$ cat src/rtl/dwq_pkg.sv
`default_nettype none

package dwq_pkg;

    // Command codes carried on the input tuser field.
    localparam logic [1:0] CMD_ENQUEUE = 2'd0;
    localparam logic [1:0] CMD_PROMOTE = 2'd1;
    localparam logic [1:0] CMD_POP     = 2'd2;
    localparam logic [1:0] CMD_PEEK    = 2'd3;

    // Result status codes.
    localparam logic [2:0] ST_DONE     = 3'd0;
    localparam logic [2:0] ST_DUP      = 3'd1;
    localparam logic [2:0] ST_FULL     = 3'd2;
    localparam logic [2:0] ST_NOTFOUND = 3'd3;
    localparam logic [2:0] ST_EMPTY    = 3'd4;

    // Fixed field widths of the stream payload.
    localparam int CHUNK_W  = 6;
    localparam int SECT_W   = 3;
    localparam int STATUS_W = 3;
    localparam int DEPTH_W  = 8;

    // One queued (chunk slot, section) pair.
    typedef struct packed {
        logic [SECT_W-1:0]  section;
        logic [CHUNK_W-1:0] chunk;
    } entry_t;

    // Commands from the controller to the datapath.
    typedef struct packed {
        logic                clr_step;
        logic                load_in;
        logic                bm_rd_pair;
        logic                bm_rd_qdata;
        logic                bm_set;
        logic                bm_clr;
        logic                q_rd_first;
        logic                q_rd_next;
        logic                q_wr_tail;
        logic                q_wr_carry;
        logic                q_wr_shift;
        logic                carry_load;
        logic                head_load;
        logic                count_inc;
        logic                count_dec;
        logic                res_load;
        logic                res_head;
        logic [STATUS_W-1:0] res_status;
    } dwq_cmd_t;

    // Status from the datapath back to the controller.
    typedef struct packed {
        logic       clr_last;
        logic [1:0] op;
        logic       in_range;
        logic       queued;
        logic       full;
        logic       empty;
        logic       match;
        logic       last_pos;
        logic       more;
        logic       out_free;
    } dwq_stat_t;

endpackage

`default_nettype wire

$ cat src/rtl/dwq_datapath.sv
`default_nettype none

module dwq_datapath #(
    parameter int QUEUE_DEPTH = 128,
    parameter int CHUNK_SLOTS = 64,
    parameter int SECTIONS    = 8
) (
    input  wire                     aclk,
    input  wire                     aresetn,
    input  wire dwq_pkg::dwq_cmd_t  cmd,
    output dwq_pkg::dwq_stat_t      stat,
    input  wire  [15:0]             s_tdata,   // chunk_index[5:0], section_index[8:6]
    input  wire  [1:0]              s_tuser,   // cmd[1:0]
    output logic                    m_tvalid,
    input  wire                     m_tready,
    output logic [23:0]             m_tdata    // status, entry_chunk, entry_section, depth
);
    import dwq_pkg::*;

    localparam int QW = (QUEUE_DEPTH > 1) ? $clog2(QUEUE_DEPTH) : 1;
    localparam int NW = $clog2(QUEUE_DEPTH + 1);
    localparam int CW = (CHUNK_SLOTS > 1) ? $clog2(CHUNK_SLOTS) : 1;
    localparam int SW = (SECTIONS > 1) ? $clog2(SECTIONS) : 1;
    localparam logic [SECTIONS-1:0] BIT0 = SECTIONS'(1);

    // Row of the bitmap that holds a chunk slot.
    function automatic logic [CW-1:0] row_of(input logic [CHUNK_W-1:0] c);
        logic [15:0] ext;
        ext = {{(16 - CHUNK_W){1'b0}}, c};
        return ext[CW-1:0];
    endfunction

    // Bit within a bitmap row that belongs to a section.
    function automatic logic [SW-1:0] sel_of(input logic [SECT_W-1:0] s);
        logic [15:0] ext;
        ext = {{(16 - SECT_W){1'b0}}, s};
        return ext[SW-1:0];
    endfunction

    // Storage.
    entry_t              q_mem [QUEUE_DEPTH];
    logic [SECTIONS-1:0] bm_mem [CHUNK_SLOTS];

    entry_t              q_rdata_reg;
    logic [SECTIONS-1:0] bm_rdata_reg;

    logic [1:0]          op_reg;
    entry_t              pair_reg;
    entry_t              carry_reg;
    entry_t              head_reg;
    logic [NW-1:0]       count_reg;
    logic [NW-1:0]       idx_reg;
    logic [CW-1:0]       clr_row_reg;

    logic                m_tvalid_reg;
    logic [STATUS_W-1:0] out_status_reg;
    entry_t              out_entry_reg;
    logic [DEPTH_W-1:0]  out_depth_reg;

    logic [NW-1:0]       idx_p1;
    logic [NW-1:0]       idx_m1;
    logic [15:0]         chunk_ext;
    logic [15:0]         sect_ext;
    logic [15:0]         count_ext;
    entry_t              in_pair;

    logic                q_re;
    logic [QW-1:0]       q_raddr;
    logic                q_we;
    logic [QW-1:0]       q_waddr;
    entry_t              q_wdata;

    logic                bm_re;
    logic [CW-1:0]       bm_raddr;
    logic                bm_we;
    logic [CW-1:0]       bm_waddr;
    logic [SECTIONS-1:0] bm_wdata;

    assign in_pair.chunk   = s_tdata[CHUNK_W-1:0];
    assign in_pair.section = s_tdata[CHUNK_W+SECT_W-1:CHUNK_W];

    assign idx_p1    = idx_reg + NW'(1);
    assign idx_m1    = idx_reg - NW'(1);
    assign chunk_ext = {{(16 - CHUNK_W){1'b0}}, pair_reg.chunk};
    assign sect_ext  = {{(16 - SECT_W){1'b0}}, pair_reg.section};
    assign count_ext = 16'(count_reg);

    // Queue memory port selection.
    assign q_re    = cmd.q_rd_first | cmd.q_rd_next;
    assign q_raddr = cmd.q_rd_first ? QW'(0) : idx_p1[QW-1:0];
    assign q_we    = cmd.q_wr_tail | cmd.q_wr_carry | cmd.q_wr_shift;

    always_comb begin
        q_waddr = idx_reg[QW-1:0];
        q_wdata = carry_reg;
        if (cmd.q_wr_tail) begin
            q_waddr = count_reg[QW-1:0];
            q_wdata = pair_reg;
        end else if (cmd.q_wr_shift) begin
            q_waddr = idx_m1[QW-1:0];
            q_wdata = q_rdata_reg;
        end
    end

    // Bitmap memory port selection.
    assign bm_re    = cmd.bm_rd_pair | cmd.bm_rd_qdata;
    assign bm_raddr = cmd.bm_rd_qdata ? row_of(q_rdata_reg.chunk) : row_of(pair_reg.chunk);
    assign bm_we    = cmd.clr_step | cmd.bm_set | cmd.bm_clr;

    always_comb begin
        bm_waddr = clr_row_reg;
        bm_wdata = '0;
        if (cmd.bm_set) begin
            bm_waddr = row_of(pair_reg.chunk);
            bm_wdata = bm_rdata_reg | (BIT0 << sel_of(pair_reg.section));
        end else if (cmd.bm_clr) begin
            bm_waddr = row_of(head_reg.chunk);
            bm_wdata = bm_rdata_reg & ~(BIT0 << sel_of(head_reg.section));
        end
    end

    // Memories with registered read data.
    always_ff @(posedge aclk) begin
        if (q_we) begin
            q_mem[q_waddr] <= q_wdata;
        end
        if (q_re) begin
            q_rdata_reg <= q_mem[q_raddr];
        end
        if (bm_we) begin
            bm_mem[bm_waddr] <= bm_wdata;
        end
        if (bm_re) begin
            bm_rdata_reg <= bm_mem[bm_raddr];
        end
    end

    // Command capture, walk pointer and carried entries.
    always_ff @(posedge aclk) begin
        if (cmd.load_in) begin
            op_reg   <= s_tuser;
            pair_reg <= in_pair;
        end
        if (cmd.q_rd_first) begin
            idx_reg <= '0;
        end else if (cmd.q_rd_next) begin
            idx_reg <= idx_p1;
        end
        if (cmd.carry_load) begin
            carry_reg <= pair_reg;
        end else if (cmd.q_wr_carry) begin
            carry_reg <= q_rdata_reg;
        end
        if (cmd.head_load) begin
            head_reg <= q_rdata_reg;
        end
    end

    // Fill count and clearing sweep.
    always_ff @(posedge aclk) begin
        if (!aresetn) begin
            count_reg   <= '0;
            clr_row_reg <= '0;
        end else begin
            if (cmd.count_inc) begin
                count_reg <= count_reg + NW'(1);
            end else if (cmd.count_dec) begin
                count_reg <= count_reg - NW'(1);
            end
            if (cmd.clr_step) begin
                clr_row_reg <= clr_row_reg + CW'(1);
            end
        end
    end

    // Output register.
    always_ff @(posedge aclk) begin
        if (!aresetn) begin
            m_tvalid_reg <= 1'b0;
        end else if (cmd.res_load) begin
            m_tvalid_reg <= 1'b1;
        end else if (m_tready) begin
            m_tvalid_reg <= 1'b0;
        end
    end

    always_ff @(posedge aclk) begin
        if (cmd.res_load) begin
            out_status_reg <= cmd.res_status;
            out_entry_reg  <= cmd.res_head ? head_reg : '0;
            out_depth_reg  <= count_ext[DEPTH_W-1:0];
        end
    end

    assign m_tvalid = m_tvalid_reg;
    assign m_tdata  = {4'b0000, out_depth_reg, out_entry_reg.section, out_entry_reg.chunk,
                       out_status_reg};

    // Status back to the controller.
    always_comb begin
        stat.clr_last = (clr_row_reg == CW'(CHUNK_SLOTS - 1));
        stat.op       = op_reg;
        stat.in_range = (chunk_ext < 16'(CHUNK_SLOTS)) && (sect_ext < 16'(SECTIONS));
        stat.queued   = bm_rdata_reg[sel_of(pair_reg.section)];
        stat.full     = (count_reg >= NW'(QUEUE_DEPTH));
        stat.empty    = (count_reg == '0);
        stat.match    = (q_rdata_reg == pair_reg);
        stat.last_pos = (idx_p1 == count_reg);
        stat.more     = (idx_reg < count_reg);
        stat.out_free = !m_tvalid_reg || m_tready;
    end

endmodule

`default_nettype wire

$ cat src/rtl/dwq_ctrl.sv
`default_nettype none

module dwq_ctrl (
    input  wire                     aclk,
    input  wire                     aresetn,
    input  wire                     s_tvalid,
    output logic                    s_tready,
    input  wire dwq_pkg::dwq_stat_t stat,
    output dwq_pkg::dwq_cmd_t       cmd
);
    import dwq_pkg::*;

    localparam logic [3:0] S_CLEAR     = 4'd0;
    localparam logic [3:0] S_IDLE      = 4'd1;
    localparam logic [3:0] S_BM_RD     = 4'd2;
    localparam logic [3:0] S_BM_CHK    = 4'd3;
    localparam logic [3:0] S_PRO_START = 4'd4;
    localparam logic [3:0] S_PRO_RUN   = 4'd5;
    localparam logic [3:0] S_POP_START = 4'd6;
    localparam logic [3:0] S_POP_HEAD  = 4'd7;
    localparam logic [3:0] S_POP_BMCLR = 4'd8;
    localparam logic [3:0] S_POP_SHIFT = 4'd9;
    localparam logic [3:0] S_RESULT    = 4'd10;

    logic [3:0]          state_reg;
    logic [3:0]          state_next;
    logic [STATUS_W-1:0] res_status_reg;
    logic [STATUS_W-1:0] res_status_next;
    logic                res_head_reg;
    logic                res_head_next;

    // Next state and datapath commands.
    always_comb begin
        cmd             = '0;
        state_next      = state_reg;
        res_status_next = res_status_reg;
        res_head_next   = res_head_reg;
        s_tready        = 1'b0;
        case (state_reg)
            S_CLEAR: begin
                cmd.clr_step = 1'b1;
                if (stat.clr_last) begin
                    state_next = S_IDLE;
                end
            end
            S_IDLE: begin
                s_tready = 1'b1;
                if (s_tvalid) begin
                    cmd.load_in   = 1'b1;
                    res_head_next = 1'b0;
                    state_next    = S_BM_RD;
                end
            end
            S_BM_RD: begin
                // Bitmap row read for edits; pops and peeks branch off here.
                cmd.bm_rd_pair = 1'b1;
                if (stat.op == CMD_ENQUEUE || stat.op == CMD_PROMOTE) begin
                    state_next = S_BM_CHK;
                end else begin
                    state_next = S_POP_START;
                end
            end
            S_BM_CHK: begin
                state_next = S_RESULT;
                if (!stat.in_range) begin
                    res_status_next = ST_NOTFOUND;
                end else if (stat.op == CMD_ENQUEUE) begin
                    if (stat.queued) begin
                        res_status_next = ST_DUP;
                    end else if (stat.full) begin
                        res_status_next = ST_FULL;
                    end else begin
                        cmd.bm_set      = 1'b1;
                        cmd.q_wr_tail   = 1'b1;
                        cmd.count_inc   = 1'b1;
                        res_status_next = ST_DONE;
                    end
                end else if (!stat.queued) begin
                    res_status_next = ST_NOTFOUND;
                end else begin
                    state_next = S_PRO_START;
                end
            end
            S_PRO_START: begin
                cmd.q_rd_first = 1'b1;
                cmd.carry_load = 1'b1;
                state_next     = S_PRO_RUN;
            end
            S_PRO_RUN: begin
                // Rotate entries back by one until the promoted pair is reached.
                cmd.q_wr_carry = 1'b1;
                cmd.q_rd_next  = 1'b1;
                if (stat.match) begin
                    res_status_next = ST_DONE;
                    state_next      = S_RESULT;
                end else if (stat.last_pos) begin
                    res_status_next = ST_NOTFOUND;
                    state_next      = S_RESULT;
                end
            end
            S_POP_START: begin
                if (stat.empty) begin
                    res_status_next = ST_EMPTY;
                    state_next      = S_RESULT;
                end else begin
                    cmd.q_rd_first = 1'b1;
                    state_next     = S_POP_HEAD;
                end
            end
            S_POP_HEAD: begin
                cmd.head_load   = 1'b1;
                cmd.bm_rd_qdata = 1'b1;
                if (stat.op == CMD_PEEK) begin
                    res_status_next = ST_DONE;
                    res_head_next   = 1'b1;
                    state_next      = S_RESULT;
                end else begin
                    cmd.q_rd_next = 1'b1;
                    state_next    = S_POP_BMCLR;
                end
            end
            S_POP_BMCLR: begin
                cmd.bm_clr = 1'b1;
                state_next = S_POP_SHIFT;
            end
            S_POP_SHIFT: begin
                // Move each remaining entry forward by one place.
                if (stat.more) begin
                    cmd.q_wr_shift = 1'b1;
                    cmd.q_rd_next  = 1'b1;
                end else begin
                    cmd.count_dec   = 1'b1;
                    res_status_next = ST_DONE;
                    res_head_next   = 1'b1;
                    state_next      = S_RESULT;
                end
            end
            S_RESULT: begin
                if (stat.out_free) begin
                    cmd.res_load = 1'b1;
                    state_next   = S_IDLE;
                end
            end
            default: begin
                state_next = S_IDLE;
            end
        endcase
        cmd.res_status = res_status_reg;
        cmd.res_head   = res_head_reg;
    end

    // State registers.
    always_ff @(posedge aclk) begin
        if (!aresetn) begin
            state_reg      <= S_CLEAR;
            res_status_reg <= ST_DONE;
            res_head_reg   <= 1'b0;
        end else begin
            state_reg      <= state_next;
            res_status_reg <= res_status_next;
            res_head_reg   <= res_head_next;
        end
    end

endmodule

`default_nettype wire

$ cat src/rtl/dedup_work_queue_move_to_front.sv
// Deduplicating work queue with move-to-front; one beat in, one beat out per command.
// Enqueue and commands rejected at the bitmap check or on an empty queue take the shortest path;
// peek adds a head read, promote grows with the position of the pair, pop with the depth before it.
// The shift walks one queue entry per cycle; the next beat is taken the cycle after the result
// is registered, and an output stall holds the command in the result state.
// After reset the bitmap is cleared one row per cycle over all CHUNK_SLOTS rows with s_tready low.
`default_nettype none

module dedup_work_queue_move_to_front #(
    parameter int QUEUE_DEPTH = 128,
    parameter int CHUNK_SLOTS = 64,
    parameter int SECTIONS    = 8
) (
    input  wire         aclk,
    input  wire         aresetn,
    input  wire         s_tvalid,
    output logic        s_tready,
    input  wire  [15:0] s_tdata,   // chunk_index[5:0], section_index[8:6], zero pad
    input  wire  [1:0]  s_tuser,   // cmd[1:0]
    output logic        m_tvalid,
    input  wire         m_tready,
    output logic [23:0] m_tdata    // status[2:0], entry_chunk[8:3], entry_section[11:9],
                                   // depth[19:12], zero pad
);
    import dwq_pkg::*;

    dwq_cmd_t  cmd;
    dwq_stat_t stat;

    dwq_ctrl u_ctrl (
        .aclk     (aclk),
        .aresetn  (aresetn),
        .s_tvalid (s_tvalid),
        .s_tready (s_tready),
        .stat     (stat),
        .cmd      (cmd)
    );

    dwq_datapath #(
        .QUEUE_DEPTH (QUEUE_DEPTH),
        .CHUNK_SLOTS (CHUNK_SLOTS),
        .SECTIONS    (SECTIONS)
    ) u_datapath (
        .aclk     (aclk),
        .aresetn  (aresetn),
        .cmd      (cmd),
        .stat     (stat),
        .s_tdata  (s_tdata),
        .s_tuser  (s_tuser),
        .m_tvalid (m_tvalid),
        .m_tready (m_tready),
        .m_tdata  (m_tdata)
    );

endmodule

`default_nettype wire
$ cat config.mk
export PLATFORM = sky130hd
export DESIGN_NAME = dedup_work_queue_move_to_front
export DESIGN_NICKNAME = d
export VERILOG_FILES = /design/src/rtl/dwq_pkg.sv /design/src/rtl/dwq_datapath.sv /design/src/rtl/dwq_ctrl.sv /design/src/rtl/dedup_work_queue_move_to_front.sv
export SDC_FILE = /design/constraint.sdc
export NUM_CORES = 2
export LEC_CHECK = 0
export ABC_AREA = 1
export BUFFER_PORTS_ARGS = -buffer_cell sky130_fd_sc_hd__buf_2
export CORE_MARGIN = 5
export CORE_UTILIZATION = 40
export CTS_BUF_LIST = sky130_fd_sc_hd__clkbuf_4
export CTS_CLUSTER_DIAMETER = 30
export DETAILED_ROUTE_END_ITERATION = 7
export GPL_ROUTABILITY_DRIVEN = 1
export GPL_TIMING_DRIVEN = 0
export MAX_ROUTING_LAYER = met4
export PLACE_DENSITY = 0.52
export SYNTH_ARGS = -nofsm -noshare
export SYNTH_HDL_FRONTEND = slang
export SYNTH_SLANG_ARGS = --single-unit
$ cat constraint.sdc
create_clock -name aclk -period 26.4 [get_ports aclk]
set_clock_uncertainty 0.05 [all_clocks]
set_input_delay 5.28 -clock aclk [delete_from_list [all_inputs] [get_ports aclk]]
set_output_delay 5.28 -clock aclk [all_outputs]
set_load 0.03 [all_outputs]
==> flow_summary.toml <==
[critical_path]
cpLargestDelayFamily = "flip-flops"
path_buf_inv = 2
cp.arrival_ns = 2.47
cpPeakStageDelay_ns = 0.37
endpoint_kind = "output port"
path_max_fanout = 5
crit_slowest_cell = "dfxtp_1"
crit_type = "register to output port"
critical_path.cell_chain = "nor2_1, inv_1, nor2_1, buf_2"
worst_path_most_repeated_cell = "nor2_1"
required_ns = 21.07
startpoint_type = "register"

[timing]
clock.fmax_mhz = 128
holdWs_ns = 0.381
hold_viol = 0
rsz0062_at_grt = "false"
final.min_clock_period_ns = 7.80
timing.setup.tns_ns = 0
drv_slew = 20
slew_headroom_pct = -3.37
setup_violations = 0
worstMarginPinSlew_ns = 1.54
fin_crit_sh_pct = 29.6

[placed_design]
place_inst = 9685
place_area_um2 = 82500
globalplace.congestion = 0.979
post-dp-hpwl_mm = 230
io_buffer_count = 36

[routing]
routed_via_density = 5.76
routedWlPerCell_um = 30.3
ant_nets = 0
firstDrtPassIters = 8
remaining_drc_errors = 1
vias = 61121
routed_wl_mm = 321
drtIter0Drc = 8717

[logic_synthesis]
synth_top_cell_by_area = "edfxtp_1"
yosysTopAreaCellShare_pct = 67.1
yosysMostFrequentCell = "edfxtp_1"
synth_ff_type = "edfxtp_1"
syn_area_um2 = 77400
synth_area_leaders = "edfxtp_1 (67%), nand3_1 (7.1%), inv_1 (5.0%)"
async_reset_ff_share_pct = 0
yosys_warnings = 0
yosysSeqAreaShare_pct = 67.9
synth-edff-count = 1730
netlist_instances = 7053
synth-seq-cells = 1761
synth.avg_cell_area_um2 = 11.0
ys_top_cells_by_count = "edfxtp_1 (1,730), nand3_1 (1,092), inv_1 (1,025)"
synthDistinctLibCells = 51

[global_routing]
grt_usage_pct = 31.8
grt_pass1_vias = 56609
grt_max_degree = 65
antenna_found_initial = 16
grt_overflow_total = 0
grt_pass1_wl_mm = 439

[final_layout]
layout-drive-gt1-share_pct = 16.4
top_regs = "u_datapath.q_mem (1152), u_datapath.bm_mem (512)"
area_delta_synth_final_pct = 15.3
design_area_um2 = 89200
stdcell_count = 10610
final_nets = 7749
largest_reg_flops = 1152
regMostFlops = "u_datapath.q_mem"

[clock_tree]
cts_setup_buffers = 0
numCtsBuffers = 542
postCtsHoldBufs = 0
clk_pin_slew_worst_paths_ns = 0.06
clock_latency_ns = 1.40
cts_tree = "yes"
h-tree-depth = 6
clk_path_buf_depth = 4
cts_resized = 0
clockRootBuffer = "clkbuf_4"
clock_sinks = 1761

[floorplan]
die_y_um = 450
io_pins = 48
core_area_um2 = 193000
die_x_um = 450
initial_core_util_pct = 40.2
dieArea_um2 = 202000
row_count = 161

[outcome]
violations = "DRC, capacitance limit, slew limit"
status = "finished, violations left"

[power_and_ir_drop]
powerDensity_nw_per_um2 = 112
power_leakage_nw = 34.6
vdd.ir_drop.worst_mv = 0.0615

[worst_hold_path]
min_path_type = "register to register"

[job]
cap_violations = 3
==> layer usage <==
layer	GRT usage, %	vias to the layer above	part of all wire, %
li1	-	26302	-
met1	44.9	30357	42
met2	45.4	3873	43
met3	7.78	589	12
met4	10.1	0	3.2
met5	-	-	0
==> through the flow <==
stage	util, %	setup slack, ns	power (mW)
5_1_grt	46.3	18.36	10.3
3_3_place_gp	41.9	3.66	7.22
6_report	46.3	18.60	10.0
4_1_cts	46.3	18.47	9.91
2_1_floorplan	-	17.92	5.28
3_5_place_dp	42.8	19.15	7.23
==> path summary, 6_finish.rpt <==
check	from	to	slack (ns)	cells after the start
setup / recovery	u_ctrl.state_reg[2]$_SDFFE_PN0P_	s_tready	18.60	4
hold / removal	u_ctrl.res_status_reg[2]$_SDFFE_PN0P_	u_datapath.out_status_reg[2]$_DFFE_PP_	0.38	0
setup reg to reg	u_datapath.idx_reg[0]$_SDFFE_PP0P_	u_datapath.q_mem[0][7]$_DFFE_PP_	18.89	20
hold reg to reg	u_ctrl.res_status_reg[2]$_SDFFE_PN0P_	u_datapath.out_status_reg[2]$_DFFE_PP_	0.38	0
==> final cells by class <==
cell class | instances | area (µm²)
inverters | 1044 | 3920
diodes | 15 | 37.5
plain buffers | 471 | 2110
flip-flops and latches | 1761 | 52600
repair buffers | 108 | 1740
clock inverters | 139 | 922
clock buffers | 766 | 5750
fillers | 18291 | 103000
multi-input cells | 3780 | 19000
well taps | 2526 | 3160
==> placed cells by master (no fill, tap or decap), types with 40 or more instances in the layout <==
cell / Yosys / layout
a21oi_1: 44 / 40
buf_2: 177 / 213
clkbuf_1: 223 / 222
clkbuf_4: 0 / 766
clkinv_1: 3 / 72
clkinv_2: 0 / 41
edfxtp_1: 1730 / 1730
inv_1: 1025 / 1025
nand2_1: 728 / 726
nand3_1: 1092 / 1092
nand4_1: 432 / 432
nor2_1: 616 / 608
o211ai_1: 124 / 124
o21ai_0: 433 / 429
or2_2: 74 / 74
==> report_power, final <==
| part | internal, mW | switching (mW) |
|---|---|---|
| clock network | 1.46 | 1.23 |
| logic | 0.905 | 3.15 |
| registers | 3.25 | 0.0318 |
| total | 5.62 | 4.42 |
==> kinds of logic after synthesis <==
group | Yosys count | synth area share (%)
AO/OA/AOI/OAI | 738 | 5.56
multiplexers | 1 | 0.0129
adder cells (fa/ha/maj) | 19 | 0.317
other | 1 | 0.00485
buffers and inverters | 1515 | 7.79
AND/OR/NAND/NOR | 2994 | 18.1
flip-flops | 1761 | 67.9
XOR/XNOR | 24 | 0.272
Power figures use the tool's default switching activity.
